**src/rtl/scid_pkg.sv**
```systemverilog
// Shared types, mnemonic numbers and opcode class table for the instruction decoder.
package scid_pkg;

	localparam int unsigned WordW  = 32;
	localparam int unsigned MnemW  = 7;
	localparam int unsigned RegW   = 5;
	localparam int unsigned ImmW   = 16;
	localparam int unsigned FlagW  = 5;
	localparam int unsigned OffW   = 4;

	// Mnemonic numbers (single ones and bases of sub-decoded groups)
	localparam logic [MnemW-1:0] MN_ADD    = 7'd0,   MN_RSUB   = 7'd1,   MN_ADDC   = 7'd2;
	localparam logic [MnemW-1:0] MN_RSUBC  = 7'd3,   MN_ADDK   = 7'd4,   MN_CMP    = 7'd5;
	localparam logic [MnemW-1:0] MN_ADDKC  = 7'd8,   MN_RSUBKC = 7'd9,   MN_ADDI   = 7'd10;
	localparam logic [MnemW-1:0] MN_RSUBI  = 7'd11,  MN_ADDIC  = 7'd12,  MN_RSUBIC = 7'd13;
	localparam logic [MnemW-1:0] MN_ADDIK  = 7'd14,  MN_RSUBIK = 7'd15,  MN_ADDIKC = 7'd16;
	localparam logic [MnemW-1:0] MN_RSUBIKC= 7'd17,  MN_MUL    = 7'd18,  MN_BSRA   = 7'd22;
	localparam logic [MnemW-1:0] MN_IDIV   = 7'd24,  MN_GETD   = 7'd26,  MN_FADD   = 7'd28;
	localparam logic [MnemW-1:0] MN_MULI   = 7'd42,  MN_BSRLI  = 7'd43,  MN_GET    = 7'd46;
	localparam logic [MnemW-1:0] MN_OR     = 7'd48,  MN_AND    = 7'd50,  MN_XOR    = 7'd51;
	localparam logic [MnemW-1:0] MN_ANDN   = 7'd53,  MN_SRA    = 7'd55,  MN_MTS    = 7'd62;
	localparam logic [MnemW-1:0] MN_MFS    = 7'd63,  MN_MSRCLR = 7'd64,  MN_MSRSET = 7'd65;
	localparam logic [MnemW-1:0] MN_BR     = 7'd66,  MN_BEQ    = 7'd73,  MN_ORI    = 7'd85;
	localparam logic [MnemW-1:0] MN_ANDI   = 7'd86,  MN_XORI   = 7'd87,  MN_ANDNI  = 7'd88;
	localparam logic [MnemW-1:0] MN_IMM    = 7'd89,  MN_RTSD   = 7'd90,  MN_BRI    = 7'd94;
	localparam logic [MnemW-1:0] MN_BEQI   = 7'd101, MN_LBU    = 7'd113, MN_LHU    = 7'd114;
	localparam logic [MnemW-1:0] MN_LW     = 7'd115, MN_SB     = 7'd116, MN_SH     = 7'd117;
	localparam logic [MnemW-1:0] MN_SW     = 7'd118, MN_LBUI   = 7'd119, MN_LHUI   = 7'd120;
	localparam logic [MnemW-1:0] MN_LWI    = 7'd121, MN_SBI    = 7'd122, MN_SHI    = 7'd123;
	localparam logic [MnemW-1:0] MN_SWI    = 7'd124;

	// Last list position of immediate branches that is pc-relative
	localparam logic [OffW-1:0] BRI_REL_LAST = 4'd2;

	// Special register form select (imm bits 15..14) and msr ra values
	localparam logic [1:0] SPR_MTS = 2'd3;
	localparam logic [1:0] SPR_MFS = 2'd2;
	localparam logic [1:0] SPR_MSR = 2'd0;
	localparam logic [RegW-1:0] RA_MSRCLR = 5'h11;
	localparam logic [RegW-1:0] RA_MSRSET = 5'h10;

	typedef enum logic [4:0] {
		K_INV, K_A, K_B, K_CMP, K_MUL, K_BS, K_IDIV, K_GETD, K_FLT, K_BSI,
		K_GET, K_POR, K_PXOR, K_PANDN, K_MISC, K_SPR, K_BRA, K_BRAC, K_IMM,
		K_RT, K_BRI, K_BRIC
	} kind_t;

	typedef struct packed {
		kind_t            kind;
		logic [MnemW-1:0] id;
	} op_class_t;

	typedef struct packed {
		logic             hit;
		logic [OffW-1:0]  off;
	} lookup_t;

	// Decoded result of one word
	typedef struct packed {
		logic              valid_res;
		logic [MnemW-1:0]  mnemonic_id;
		logic [RegW-1:0]   rd;
		logic [RegW-1:0]   ra;
		logic [RegW-1:0]   rb;
		logic [ImmW-1:0]   imm_value;
		logic [WordW-1:0]  branch_target;
		logic [FlagW-1:0]  mod_flags;
	} dec_res_t;

	function automatic op_class_t mk(input kind_t k, input logic [MnemW-1:0] id);
		op_class_t c;
		c.kind = k;
		c.id   = id;
		return c;
	endfunction

	// Primary opcode class table
	function automatic op_class_t prim_class(input logic [5:0] opc);
		op_class_t c;
		c = mk(K_INV, MN_ADD);
		unique case (opc)
			6'd0:  c = mk(K_A, MN_ADD);
			6'd1:  c = mk(K_A, MN_RSUB);
			6'd2:  c = mk(K_A, MN_ADDC);
			6'd3:  c = mk(K_A, MN_RSUBC);
			6'd4:  c = mk(K_A, MN_ADDK);
			6'd5:  c = mk(K_CMP, MN_CMP);
			6'd6:  c = mk(K_A, MN_ADDKC);
			6'd7:  c = mk(K_A, MN_RSUBKC);
			6'd8:  c = mk(K_B, MN_ADDI);
			6'd9:  c = mk(K_B, MN_RSUBI);
			6'd10: c = mk(K_B, MN_ADDIC);
			6'd11: c = mk(K_B, MN_RSUBIC);
			6'd12: c = mk(K_B, MN_ADDIK);
			6'd13: c = mk(K_B, MN_RSUBIK);
			6'd14: c = mk(K_B, MN_ADDIKC);
			6'd15: c = mk(K_B, MN_RSUBIKC);
			6'd16: c = mk(K_MUL, MN_MUL);
			6'd17: c = mk(K_BS, MN_BSRA);
			6'd18: c = mk(K_IDIV, MN_IDIV);
			6'd19: c = mk(K_GETD, MN_GETD);
			6'd22: c = mk(K_FLT, MN_FADD);
			6'd24: c = mk(K_B, MN_MULI);
			6'd25: c = mk(K_BSI, MN_BSRLI);
			6'd27: c = mk(K_GET, MN_GET);
			6'd32: c = mk(K_POR, MN_OR);
			6'd33: c = mk(K_A, MN_AND);
			6'd34: c = mk(K_PXOR, MN_XOR);
			6'd35: c = mk(K_PANDN, MN_ANDN);
			6'd36: c = mk(K_MISC, MN_SRA);
			6'd37: c = mk(K_SPR, MN_MTS);
			6'd38: c = mk(K_BRA, MN_BR);
			6'd39: c = mk(K_BRAC, MN_BEQ);
			6'd40: c = mk(K_B, MN_ORI);
			6'd41: c = mk(K_B, MN_ANDI);
			6'd42: c = mk(K_B, MN_XORI);
			6'd43: c = mk(K_B, MN_ANDNI);
			6'd44: c = mk(K_IMM, MN_IMM);
			6'd45: c = mk(K_RT, MN_RTSD);
			6'd46: c = mk(K_BRI, MN_BRI);
			6'd47: c = mk(K_BRIC, MN_BEQI);
			6'd48: c = mk(K_A, MN_LBU);
			6'd49: c = mk(K_A, MN_LHU);
			6'd50: c = mk(K_A, MN_LW);
			6'd52: c = mk(K_A, MN_SB);
			6'd53: c = mk(K_A, MN_SH);
			6'd54: c = mk(K_A, MN_SW);
			6'd56: c = mk(K_B, MN_LBUI);
			6'd57: c = mk(K_B, MN_LHUI);
			6'd58: c = mk(K_B, MN_LWI);
			6'd60: c = mk(K_B, MN_SBI);
			6'd61: c = mk(K_B, MN_SHI);
			6'd62: c = mk(K_B, MN_SWI);
			default: c = mk(K_INV, MN_ADD);
		endcase
		return c;
	endfunction

	function automatic lookup_t lk(input logic hit, input logic [OffW-1:0] off);
		lookup_t r;
		r.hit = hit;
		r.off = off;
		return r;
	endfunction

	// Secondary opcode key lists; position in list is the offset
	function automatic lookup_t lk_cmp(input logic [10:0] k);
		unique case (k)
			11'h000: return lk(1'b1, 4'd0);
			11'h001: return lk(1'b1, 4'd1);
			11'h003: return lk(1'b1, 4'd2);
			default: return lk(1'b0, 4'd0);
		endcase
	endfunction

	function automatic lookup_t lk_mul(input logic [10:0] k);
		unique case (k)
			11'h000: return lk(1'b1, 4'd0);
			11'h001: return lk(1'b1, 4'd1);
			11'h003: return lk(1'b1, 4'd2);
			11'h002: return lk(1'b1, 4'd3);
			default: return lk(1'b0, 4'd0);
		endcase
	endfunction

	function automatic lookup_t lk_bs(input logic [10:0] k);
		unique case (k)
			11'h200: return lk(1'b1, 4'd0);
			11'h400: return lk(1'b1, 4'd1);
			default: return lk(1'b0, 4'd0);
		endcase
	endfunction

	function automatic lookup_t lk_idiv(input logic [10:0] k);
		unique case (k)
			11'h000: return lk(1'b1, 4'd0);
			11'h002: return lk(1'b1, 4'd1);
			default: return lk(1'b0, 4'd0);
		endcase
	endfunction

	function automatic lookup_t lk_flt(input logic [10:0] k);
		unique case (k)
			11'h000: return lk(1'b1, 4'd0);
			11'h080: return lk(1'b1, 4'd1);
			11'h100: return lk(1'b1, 4'd2);
			11'h180: return lk(1'b1, 4'd3);
			11'h200: return lk(1'b1, 4'd4);
			11'h210: return lk(1'b1, 4'd5);
			11'h220: return lk(1'b1, 4'd6);
			11'h230: return lk(1'b1, 4'd7);
			11'h240: return lk(1'b1, 4'd8);
			11'h250: return lk(1'b1, 4'd9);
			11'h260: return lk(1'b1, 4'd10);
			11'h280: return lk(1'b1, 4'd11);
			11'h300: return lk(1'b1, 4'd12);
			11'h380: return lk(1'b1, 4'd13);
			default: return lk(1'b0, 4'd0);
		endcase
	endfunction

	function automatic lookup_t lk_bsi(input logic [5:0] k);
		unique case (k)
			6'h00:   return lk(1'b1, 4'd0);
			6'h10:   return lk(1'b1, 4'd1);
			6'h20:   return lk(1'b1, 4'd2);
			default: return lk(1'b0, 4'd0);
		endcase
	endfunction

	function automatic lookup_t lk_pcmp(input logic [10:0] k);
		unique case (k)
			11'h000: return lk(1'b1, 4'd0);
			11'h400: return lk(1'b1, 4'd1);
			default: return lk(1'b0, 4'd0);
		endcase
	endfunction

	function automatic lookup_t lk_misc(input logic [10:0] k);
		unique case (k)
			11'h001: return lk(1'b1, 4'd0);
			11'h021: return lk(1'b1, 4'd1);
			11'h041: return lk(1'b1, 4'd2);
			11'h060: return lk(1'b1, 4'd3);
			11'h061: return lk(1'b1, 4'd4);
			11'h068: return lk(1'b1, 4'd5);
			11'h064: return lk(1'b1, 4'd6);
			default: return lk(1'b0, 4'd0);
		endcase
	endfunction

	function automatic lookup_t lk_br(input logic [RegW-1:0] k);
		unique case (k)
			5'h00:   return lk(1'b1, 4'd0);
			5'h10:   return lk(1'b1, 4'd1);
			5'h14:   return lk(1'b1, 4'd2);
			5'h08:   return lk(1'b1, 4'd3);
			5'h18:   return lk(1'b1, 4'd4);
			5'h1c:   return lk(1'b1, 4'd5);
			5'h0c:   return lk(1'b1, 4'd6);
			default: return lk(1'b0, 4'd0);
		endcase
	endfunction

	function automatic lookup_t lk_cond(input logic [RegW-1:0] k);
		unique case (k)
			5'h00:   return lk(1'b1, 4'd0);
			5'h01:   return lk(1'b1, 4'd1);
			5'h02:   return lk(1'b1, 4'd2);
			5'h03:   return lk(1'b1, 4'd3);
			5'h04:   return lk(1'b1, 4'd4);
			5'h05:   return lk(1'b1, 4'd5);
			5'h10:   return lk(1'b1, 4'd6);
			5'h11:   return lk(1'b1, 4'd7);
			5'h12:   return lk(1'b1, 4'd8);
			5'h13:   return lk(1'b1, 4'd9);
			5'h14:   return lk(1'b1, 4'd10);
			5'h15:   return lk(1'b1, 4'd11);
			default: return lk(1'b0, 4'd0);
		endcase
	endfunction

	function automatic lookup_t lk_rt(input logic [RegW-1:0] k);
		unique case (k)
			5'h10:   return lk(1'b1, 4'd0);
			5'h11:   return lk(1'b1, 4'd1);
			5'h12:   return lk(1'b1, 4'd2);
			5'h14:   return lk(1'b1, 4'd3);
			default: return lk(1'b0, 4'd0);
		endcase
	endfunction

endpackage

```
**src/rtl/scid_decode.sv**
```systemverilog
// Combinational decode of one instruction word into mnemonic, fields and branch target.
module scid_decode (
	input  logic [scid_pkg::WordW-1:0] instr_word,
	input  logic [scid_pkg::WordW-1:0] pc,
	output scid_pkg::dec_res_t         res
);

	logic [5:0]                     opc;
	logic [10:0]                    sec;
	logic [scid_pkg::RegW-1:0]      rd, ra, rb;
	logic [scid_pkg::ImmW-1:0]      imm;
	logic [scid_pkg::WordW-1:0]     sx, rel;
	scid_pkg::op_class_t            cls;
	scid_pkg::lookup_t              lu;
	logic                           hit;
	logic [scid_pkg::MnemW-1:0]     id;
	logic [scid_pkg::ImmW-1:0]      immo;
	logic [scid_pkg::WordW-1:0]     tgt;
	logic [scid_pkg::FlagW-1:0]     flags;
	logic                           is_get, is_put;

	assign opc = instr_word[31:26];
	assign sec = instr_word[10:0];
	assign rd  = instr_word[25:21];
	assign ra  = instr_word[20:16];
	assign rb  = instr_word[15:11];
	assign imm = instr_word[15:0];
	assign sx  = {{(scid_pkg::WordW-scid_pkg::ImmW){imm[scid_pkg::ImmW-1]}}, imm};
	assign rel = pc + sx;
	assign cls = scid_pkg::prim_class(opc);

	// get form wins when ra is zero and rd is not; else rd zero means put
	assign is_get = (ra == '0) && (rd != '0);
	assign is_put = !is_get && (rd == '0);

	always_comb begin
		lu    = scid_pkg::lk(1'b0, '0);
		hit   = 1'b0;
		id    = cls.id;
		immo  = '0;
		tgt   = '0;
		flags = '0;
		unique case (cls.kind)
			scid_pkg::K_A: begin
				hit = 1'b1;
			end
			scid_pkg::K_B, scid_pkg::K_IMM: begin
				hit  = 1'b1;
				immo = imm;
			end
			scid_pkg::K_CMP, scid_pkg::K_MUL, scid_pkg::K_BS, scid_pkg::K_IDIV,
			scid_pkg::K_FLT, scid_pkg::K_POR, scid_pkg::K_PXOR, scid_pkg::K_PANDN,
			scid_pkg::K_MISC: begin
				unique case (cls.kind)
					scid_pkg::K_CMP:  lu = scid_pkg::lk_cmp(sec);
					scid_pkg::K_MUL:  lu = scid_pkg::lk_mul(sec);
					scid_pkg::K_BS:   lu = scid_pkg::lk_bs(sec);
					scid_pkg::K_IDIV: lu = scid_pkg::lk_idiv(sec);
					scid_pkg::K_FLT:  lu = scid_pkg::lk_flt(sec);
					scid_pkg::K_MISC: lu = scid_pkg::lk_misc(sec);
					default:          lu = scid_pkg::lk_pcmp(sec);
				endcase
				hit = lu.hit;
				id  = cls.id + scid_pkg::MnemW'(lu.off);
			end
			scid_pkg::K_BSI: begin
				lu   = scid_pkg::lk_bsi(sec[10:5]);
				hit  = lu.hit;
				id   = cls.id + scid_pkg::MnemW'(lu.off);
				immo = scid_pkg::ImmW'(sec[4:0]);
			end
			scid_pkg::K_GETD: begin
				hit   = is_get || is_put;
				id    = cls.id + scid_pkg::MnemW'(!is_get);
				flags = {instr_word[7], instr_word[9], is_get & instr_word[5],
				         instr_word[8], instr_word[6]};
			end
			scid_pkg::K_GET: begin
				hit   = is_get || is_put;
				id    = cls.id + scid_pkg::MnemW'(!is_get);
				flags = {instr_word[12], instr_word[14], is_get & instr_word[10],
				         instr_word[13], instr_word[11]};
				immo  = scid_pkg::ImmW'(imm[3:0]);
			end
			scid_pkg::K_SPR: begin
				immo = scid_pkg::ImmW'(imm[13:0]);
				priority if (imm[15:14] == scid_pkg::SPR_MTS) begin
					hit = 1'b1;
					id  = scid_pkg::MN_MTS;
				end else if (imm[15:14] == scid_pkg::SPR_MFS) begin
					hit = 1'b1;
					id  = scid_pkg::MN_MFS;
				end else if (imm[15:14] == scid_pkg::SPR_MSR && ra == scid_pkg::RA_MSRCLR) begin
					hit = 1'b1;
					id  = scid_pkg::MN_MSRCLR;
				end else if (imm[15:14] == scid_pkg::SPR_MSR && ra == scid_pkg::RA_MSRSET) begin
					hit = 1'b1;
					id  = scid_pkg::MN_MSRSET;
				end else begin
					hit = 1'b0;
				end
			end
			scid_pkg::K_BRA: begin
				lu  = scid_pkg::lk_br(ra);
				hit = lu.hit;
				id  = cls.id + scid_pkg::MnemW'(lu.off);
			end
			scid_pkg::K_BRAC: begin
				lu  = scid_pkg::lk_cond(rd);
				hit = lu.hit;
				id  = cls.id + scid_pkg::MnemW'(lu.off);
			end
			scid_pkg::K_RT: begin
				lu   = scid_pkg::lk_rt(rd);
				hit  = lu.hit;
				id   = cls.id + scid_pkg::MnemW'(lu.off);
				immo = imm;
			end
			scid_pkg::K_BRI: begin
				lu   = scid_pkg::lk_br(ra);
				hit  = lu.hit;
				id   = cls.id + scid_pkg::MnemW'(lu.off);
				immo = imm;
				// first three list entries are pc-relative, the rest absolute
				tgt  = (lu.off <= scid_pkg::BRI_REL_LAST) ? rel : sx;
			end
			scid_pkg::K_BRIC: begin
				lu   = scid_pkg::lk_cond(rd);
				hit  = lu.hit;
				id   = cls.id + scid_pkg::MnemW'(lu.off);
				immo = imm;
				tgt  = rel;
			end
			default: begin
				hit = 1'b0;
			end
		endcase
	end

	// invalid encodings report all zeros
	always_comb begin
		res = '0;
		if (hit) begin
			res.valid_res     = 1'b1;
			res.mnemonic_id   = id;
			res.rd            = rd;
			res.ra            = ra;
			res.rb            = rb;
			res.imm_value     = immo;
			res.branch_target = tgt;
			res.mod_flags     = flags;
		end
	end

endmodule

```
**src/rtl/soft_cpu_instruction_decoder.sv**
```systemverilog
// Top level: input register, decode logic and output register of the instruction decoder.
//
// Decodes one 32-bit instruction word plus its pc per clock. A word taken on
// in_valid/in_ready lands in an input register. The decode (opcode class
// table, secondary key match, 32-bit pc + offset add) sits between that
// register and the output register. A word moves from the input register to
// the output register, raising out_valid, once that register is free or is
// being emptied. Throughput is one word per cycle, sustained as long
// as out_ready is high; each stage holds while the stage ahead is full and
// stalled, and in_ready drops only when both stages are full and out_ready is
// low. Invalid encodings still produce a result word, with every field zero.
// No configuration, no state beyond the two pipeline registers.
module soft_cpu_instruction_decoder (
	input  logic                               clk,
	input  logic                               arst_n,
	input  logic                               in_valid,
	output logic                               in_ready,
	input  logic [scid_pkg::WordW-1:0]         instr_word,
	input  logic [scid_pkg::WordW-1:0]         pc,
	output logic                               out_valid,
	input  logic                               out_ready,
	output logic                               valid_res,
	output logic [scid_pkg::MnemW-1:0]         mnemonic_id,
	output logic [scid_pkg::RegW-1:0]          rd,
	output logic [scid_pkg::RegW-1:0]          ra,
	output logic [scid_pkg::RegW-1:0]          rb,
	output logic [scid_pkg::ImmW-1:0]          imm_value,
	output logic [scid_pkg::WordW-1:0]         branch_target,
	output logic [scid_pkg::FlagW-1:0]         mod_flags
);

	// stage 1: captured word and pc
	logic                          valid_s1;
	logic [scid_pkg::WordW-1:0]    instr_s1;
	logic [scid_pkg::WordW-1:0]    pc_s1;
	// stage 2: decoded result
	logic                          valid_s2;
	scid_pkg::dec_res_t            res_s2;
	scid_pkg::dec_res_t            dec_res;
	logic                          ready_s2;

	// a stage takes a new word when empty or when its contents move on
	assign ready_s2 = !valid_s2 || out_ready;
	assign in_ready = !valid_s1 || ready_s2;

	always_ff @(posedge clk or negedge arst_n) begin
		if (!arst_n) begin
			valid_s1 <= 1'b0;
		end else if (in_ready) begin
			valid_s1 <= in_valid;
		end
	end

	always_ff @(posedge clk) begin
		if (in_valid && in_ready) begin
			instr_s1 <= instr_word;
			pc_s1    <= pc;
		end
	end

	scid_decode u_decode (
		.instr_word (instr_s1),
		.pc         (pc_s1),
		.res        (dec_res)
	);

	always_ff @(posedge clk or negedge arst_n) begin
		if (!arst_n) begin
			valid_s2 <= 1'b0;
		end else if (ready_s2) begin
			valid_s2 <= valid_s1;
		end
	end

	always_ff @(posedge clk) begin
		if (valid_s1 && ready_s2) begin
			res_s2 <= dec_res;
		end
	end

	assign out_valid     = valid_s2;
	assign valid_res     = res_s2.valid_res;
	assign mnemonic_id   = res_s2.mnemonic_id;
	assign rd            = res_s2.rd;
	assign ra            = res_s2.ra;
	assign rb            = res_s2.rb;
	assign imm_value     = res_s2.imm_value;
	assign branch_target = res_s2.branch_target;
	assign mod_flags     = res_s2.mod_flags;

endmodule

```
**config.mk**
```make
export PLATFORM = sky130hd
export DESIGN_NAME = soft_cpu_instruction_decoder
export DESIGN_NICKNAME = d
export VERILOG_FILES = /design/src/rtl/scid_pkg.sv /design/src/rtl/scid_decode.sv /design/src/rtl/soft_cpu_instruction_decoder.sv
export SDC_FILE = /design/constraint.sdc
export NUM_CORES = 1
export LEC_CHECK = 0
export BUFFER_PORTS_ARGS = -buffer_cell sky130_fd_sc_hd__buf_4
export CORE_UTILIZATION = 50
export CTS_BUF_LIST = sky130_fd_sc_hd__clkbuf_8
export DETAILED_ROUTE_END_ITERATION = 12
export GPL_TIMING_DRIVEN = 1
export HOLD_SLACK_MARGIN = 0.12
export PLACE_DENSITY_LB_ADDON = 0.05
export SYNTH_ARGS = -nofsm -noshare
export SYNTH_HDL_FRONTEND = slang
export SYNTH_HIERARCHICAL = 1
export SYNTH_SLANG_ARGS = --single-unit
```
**constraint.sdc**
```tcl
create_clock -name clk -period 12.7 [get_ports clk]
set_input_delay 3.81 -clock clk [delete_from_list [all_inputs] [get_ports clk]]
set_output_delay 3.81 -clock clk [all_outputs]
set_load 0.005 [all_outputs]
```
==> results.yml, run 1 <==
clocking:
  htreeDepth: 4
  clkLatencyLatePin_ns: 0.46
  cts.sinks: 142
  cts_tree: "built"
  post-cts-setup-buffers: 0
  clockBufferDepth: 2
  cts-root-buf: "clkbuf_8"
  cts_made_buffers: 17
  cts_resized: 0
  path_clk_slew_ns: 0.08
  holdBufCountCts: 0
sta:
  fin_worst_skew_ns: 0.0213
  setup_ws_ns: 4.68
  fin_crit_sh: 0.632
  slew_headroom: 0.306
  fin_crit_ns: 8.02
  slew_violations: 0
  setup_violations: 0
  timing_hold_violations_final: 0
  fmax_mhz: 125
  final.setup.tns_ns: 0
  worst_pin_slew_ns: 1.04
  rsz0062_at_grt: "no"
setup_path:
  cp-end-kind: "primary output"
  reg2reg_from: "instr_s1[27]$_DFFE_PP_"
  path_class: "in -> out"
  start_kind: "input pin"
  slowest_delay_ns: 0.15
  cp_common_cell: "buf_4"
  crit_family: "buffers and inverters"
  cp_slowest_cell: "nand3b_4"
  worst-path-buf-inv: 2
  r2r_slack_ns: 7.21
  crit_chain: "buf_4 -> nand3b_4 -> buf_4"
  reg2regPathDepth: 19
  rr_endpoint: "mnemonic_id[6]$_DFFE_PP_"
  worstPathMaxFanout: 3
  cp.arrival_ns: 4.21
  required_ns: 8.89
placed_design:
  dp_hpwl_um: 16100
  place_ws_ns: 4.68
  placed_cells: 1205
  io_buffers: 145
  place.gp.congestion: 0.939
synthesis:
  yosysUniqueCellTypes: 92
  synthFlopType: "edfxtp_1"
  netlist_instances: 872
  async_flop_share: 0.0141
  netlist_area_um2: 9130
  seq_area_frac_synth: 0.466
  yosysWarnings: 6
  avgSynthCellArea_um2: 10.5
  synth_edf_count: 140
  syn_nets: 993
  ys_seq_elements: 142
floorplan:
  dieArea_um2: 18800
  start_util: 0.510
  pin_count: 146
  dieWidth_um: 137
  num_rows: 49
  die_h_um: 137
  core_um2: 17900
hold_path:
  worstHoldStart: "valid_s1$_DFFE_PN0P_"
  min_path_cells: 1
  hold_path_end: "out_valid$_DFFE_PN0P_"
  hold_class: "reg -> reg"
global_route:
  grt_max_degree: 77
  grt_pass1_vias: 6751
  grt.overflow.total: 0
  grt_first_pass_wirelength_um: 34900
  grt_use_total: 0.245
  antenna_found_initial: 0
routing:
  num_vias: 7360
  drt_iter0_drc: 491
  wirelength_um: 22600
  drc: 0
  drt.antenna.violating_nets: 0
  viasPerCell: 5.95
  first_pass_iters: 5
  wire_per_inst_um: 18.3
cells_and_area:
  regArea_um2: 4250
  final_common_cell: "buf_4"
  layout_common_cells: "150 x buf_4, 140 x edfxtp_1, 77 x a21oi_1"
  instances_no_fill: 1237
  antenna_cells: 0
  num-nets-final: 1116
  drive_gt1_frac: 0.224
  multiInputGateArea_um2: 4550
  nFillCells: 1562
  final_util: 0.597
  synthToLayoutAreaGrowth_pct: 17.0
status:
  status: "complete, no violations"
run:
  maxCapViolCount: 0
power_and_ir_drop:
  peakVddDrop_uv: 86.2
  powerDensity_nw_per_um2: 114
  power_mw: 1.22
  leakagePower_nw: 4.24
## where the power goes
group	switching [mW]	internal (mW)	total [mW]
Combinational	0.166	0.126	0.292
Clock	0.189	0.158	0.347
Sequential	0.0259	0.558	0.584
Total	0.381	0.841	1.22
## area by class of cell
type,instances,share of cell area
tap,229,0.0268
inverter,24,0.00855
timing repair buffer,150,0.105
multi-input combinational,660,0.426
sequential,142,0.398
clock buffer,17,0.0219
clock inverter,15,0.0129
## Yosys cell counts, drive strengths merged, types with 15 or more instances
cell | count | area share
edfxtp | 140 | 0.46
a21oi | 81 | 0.046
nor2 | 79 | 0.035
nand2 | 66 | 0.028
ha | 51 | 0.070
o21ai | 51 | 0.028
and2 | 33 | 0.023
clkbuf | 26 | 0.011
nor3 | 25 | 0.015
inv | 23 | 0.0095
xor2 | 22 | 0.021
a211oi | 21 | 0.017
buf | 20 | 0.015
a21o | 18 | 0.015
nand3 | 17 | 0.0093
nand2b | 15 | 0.010
## state kept, by name, indices dropped and copies added (netlist names), 7 cells and up
signal         flops
mnemonic_id        7
branch_target     32
instr_s1          32
imm_value         16
pc_s1             32
## kinds of logic after synthesis
logic type      share of synthesized area
fa+ha+maj                          0.0743
simple gates                        0.173
mux                                0.0155
flops                               0.466
compound gates                      0.201
xor+xnor                           0.0345
buf+inv                            0.0358
## stage by stage
stage | hold WS, ns | cell area, um2
CTS | 0.578 | 10700
floorplan | 0.511 | 9130
finish | 0.570 | 10700
detailed placement | 0.550 | 10300
global placement | 0.542 | 10300
global route | 0.597 | 10700
## metal layers
metal,routed length [um],track usage,vias to the layer above
met5,0,0,-
met3,1290,0.0556,35
met1,9930,0.320,3513
met2,10900,0.398,264
li1,-,-,3548
met4,525,0.0879,0
## worst register-to-register path, stage by stage, from the launching register on
cell      delay, ns
edfxtp_1       0.66
inv_1          0.26
ha_1           0.42
o21ai_0        0.10
a21oi_1        0.81
and3_4         0.34
o211ai_2       0.13
nand2_1        0.16
a211oi_1       0.09
o41ai_1        0.56
a21oi_1        0.18
ha_1           0.27
fa_1           0.40
a21o_1         0.19
a21oi_1        0.22
inv_1          0.07
nand3_1        0.09
xor2_1         0.16
nand2_1        0.07
a31oi_1        0.16
## how the worst max path moves through the flow
stage | from | end | slack [ns] | cells after the start
finish | out_ready | in_ready | 4.68 | 3
detailed placement | out_ready | in_ready | 4.68 | 3
floorplan | out_ready | in_ready | 4.94 | 1
global placement | out_ready | in_ready | 4.69 | 3
CTS | out_ready | in_ready | 4.68 | 3
global route | out_ready | in_ready | 4.66 | 3
Power figures use the tool's default switching activity.
==> inputs of run 2 (changes only) <==
Settings changed: ABC_AREA set to 1.
Clock period 12.7 ns to 7.1 ns, I/O delays scaled along.
==> run 2 against run 1 <==
  * Worst setup slack worse by 2.4 ns
  * Register-to-register slack lost 5.0 ns
  * Die area grew 4.9%
  * Clock skew rose by 0.00050 ns
  * Largest cell class unchanged
  * Critical endpoint is now mnemonic_id[5]$_DFFE_PP_
  * Critical path depth is 17 higher
  * Highest routed layer unchanged
==> results.yml, run 2 <==
status:
  status: "complete, no violations"
global_route:
  antenna_found_initial: 0
  grt_first_pass_wirelength_um: 40800
  grt_max_degree: 55
  grt_use_total: 0.269
  grt.overflow.total: 0
  grt_pass1_vias: 7802
placed_design:
  place.gp.congestion: 1.02
  dp_hpwl_um: 20100
  place_area_um2: 10800
  io_buffers: 145
synthesis:
  synth_top_area_share: 0.439
  yosysTopAreaCell: "edfxtp_1"
  ys_seq_elements: 142
  yosysUniqueCellTypes: 49
  syn_nets: 1322
  yosysWarnings: 6
  synth_edf_count: 140
  avgSynthCellArea_um2: 7.98
  synth.most_common_cell: "nand2_1"
  synthFlopType: "edfxtp_1"
  synthTopCellsByCount: "243 x nand2_1, 196 x nor2_1, 146 x inv_1, 140 x edfxtp_1, 101 x nand3_1"
  ys_top_cells_by_area: "edfxtp_1 44%, nand2_1 9.5%, nor2_1 7.7%, ha_1 6.7%, inv_1 5.7%"
  seq_area_frac_synth: 0.444
  netlist_instances: 1201
  netlist_area_um2: 9580
  async_flop_share: 0.0141
floorplan:
  start_util: 0.510
  dieWidth_um: 140
  dieArea_um2: 19700
  pin_count: 146
  num_rows: 50
  core_um2: 18800
  die_h_um: 140
sta:
  fin_crit_ns: 4.84
  fin_crit_sh: 0.682
  slew_violations: 0
  fmax_mhz: 207
  worst_pin_slew_ns: 0.959
  setup_violations: 0
  timing_hold_violations_final: 0
  slew_headroom: 0.358
  final.setup.tns_ns: 0
  rsz0062_at_grt: "no"
  fin_worst_skew_ns: 0.0218
clocking:
  cts_tree: "built"
  cts_made_buffers: 17
  clockBufferDepth: 2
  path_clk_slew_ns: 0.10
  holdBufCountCts: 0
  cts-root-buf: "clkbuf_8"
  htreeDepth: 4
  cts_resized: 0
  post-cts-setup-buffers: 0
  clkLatencyLatePin_ns: 0.46
  cts.sinks: 142
cells_and_area:
  drive_gt1_frac: 0.160
  layout_common_cells: "243 x nand2_1, 196 x nor2_1, 148 x buf_4"
  num-nets-final: 1465
  fin_area_um2: 11200
  final_common_cell: "nand2_1"
  antenna_cells: 0
  synthToLayoutAreaGrowth_pct: 17.0
  final_util: 0.597
routing:
  drt_iter0_drc: 801
  drt.antenna.violating_nets: 0
  drc: 0
  wirelength_um: 26600
  first_pass_iters: 5
  wire_per_inst_um: 16.7
  num_vias: 8763
  viasPerCell: 5.51
power_and_ir_drop:
  powerDensity_nw_per_um2: 198
  seqPwrFrac: 0.467
  intPower_mw: 1.45
  clockPowerShare: 0.280
  p_comb_frac: 0.253
  peakVddDrop_uv: 171
  power_mw: 2.23
  p_sw_frac: 0.347
  leakagePower_nw: 5.12
  p_switching_uw: 772
setup_path:
  slowest_delay_ns: 0.75
  cp.arrival_ns: 5.03
  worstPathMaxFanout: 17
  cp_common_cell: "nand2_1"
  r2r_slack_ns: 2.26
  required_ns: 7.29
  path_class: "reg -> reg"
  cp_slowest_cell: "nor2_1"
  start_kind: "flip-flop"
  crit_chain: "inv_2 -> nor2_1 -> nand2_1 -> nand2_1 -> nand2_1 -> nand3_2 -> nand2_1 -> inv_2 -> nand2_1 -> nor2_1 -> o21ai_0 -> a31oi_1 -> ha_1 -> a21oi_1 -> a21oi_1 -> o21ai_0 -> xor2_1 -> o21ai_0 -> nor2_1 -> nor2_1"
  cp-end-kind: "flip-flop"
hold_path:
  hold_class: "reg -> reg"
run:
  maxCapViolCount: 0
run 2: changes by cell type after synthesis, moves of 9 or more:
cell	before	now
o21ai_0	47	68
and2_1	32	1
inv_1	22	146
nor2_1	75	196
nor2b_1	9	0
a21o_1	18	3
nand3_1	17	101
nand2_1	65	243
clkbuf_1	26	5
nand4_1	4	13
nand2b_1	15	0
a211oi_1	21	2
run 2: per-stage QoR:
step	cells	hold WS (ns)	setup slack [ns]
4_1_cts	1591	0.544	2.34
6_report	1591	0.535	2.26
2_1_floorplan	1201	0.469	0.692
3_5_place_dp	1559	0.527	2.35
3_3_place_gp	1559	0.518	2.36
5_1_grt	1591	0.581	1.88
run 2: area by class of cell:
cell class                 count  area (um2)
fill                        1759        7560
multi-input combinational    878        4580
sequential                   142        4250
timing repair buffer         148        1110
inverter                     157         592
tap                          234         293
clock buffer                  17         234
clock inverter                15         143
run 2: layer usage:
layer	vias to the layer above	routed length, um	track usage	share of wire
met4	0	291	0.0729	0.011
li1	4353	-	-	-
met1	4001	12900	0.411	0.49
met3	23	2160	0.0472	0.081
met5	-	0	0	0
met2	386	11200	0.391	0.42
run 2: worst max-delay path, delay by kind of cell, from the launching register on:
| family | cells | cell delay [ns] |
|---|---|---|
| and+or+nand+nor | 10 | 1.95 |
| AOI/OAI and AO/OA | 6 | 1.09 |
| DFF | 1 | 0.71 |
| buffers and inverters | 2 | 0.34 |
| adders and majority gates | 1 | 0.32 |
| xor gates and xnor gates | 1 | 0.15 |
run 2: cells by family (layout without fill, tap and decap cells):
logic type / count (synthesis) / after routing / synth area share
and+or+nand+nor: 602 / 602 / 0.265
xor gates and xnor gates: 21 / 21 / 0.0192
adders and majority gates: 53 / 53 / 0.0708
AOI/OAI and AO/OA: 202 / 202 / 0.122
buffers and inverters: 181 / 337 / 0.0785
DFF: 142 / 142 / 0.444
run 2: path summary, 6_finish.rpt:
path                                        start                        to  cells past startpoint
max reg2reg                instr_s1[29]$_DFFE_PP_  mnemonic_id[5]$_DFFE_PP_                     20
max                        instr_s1[29]$_DFFE_PP_  mnemonic_id[5]$_DFFE_PP_                     20
min                          valid_s1$_DFFE_PN0P_     out_valid$_DFFE_PN0P_                      2
min in group asynchronous                  arst_n     out_valid$_DFFE_PN0P_                      1
max in group asynchronous                  arst_n      valid_s1$_DFFE_PN0P_                      1
min reg2reg                  valid_s1$_DFFE_PN0P_     out_valid$_DFFE_PN0P_                      2
run 2: power by group through the flow:
stage                     logic (mW)  registers (mW)  clock network, mW
after global routing           0.624            1.05              0.669
after global placement         0.552            1.06                  0
after floorplan                0.369            1.05                  0
final                          0.562            1.04              0.624
after detailed placement       0.553            1.06                  0
after CTS                      0.556            1.04              0.641
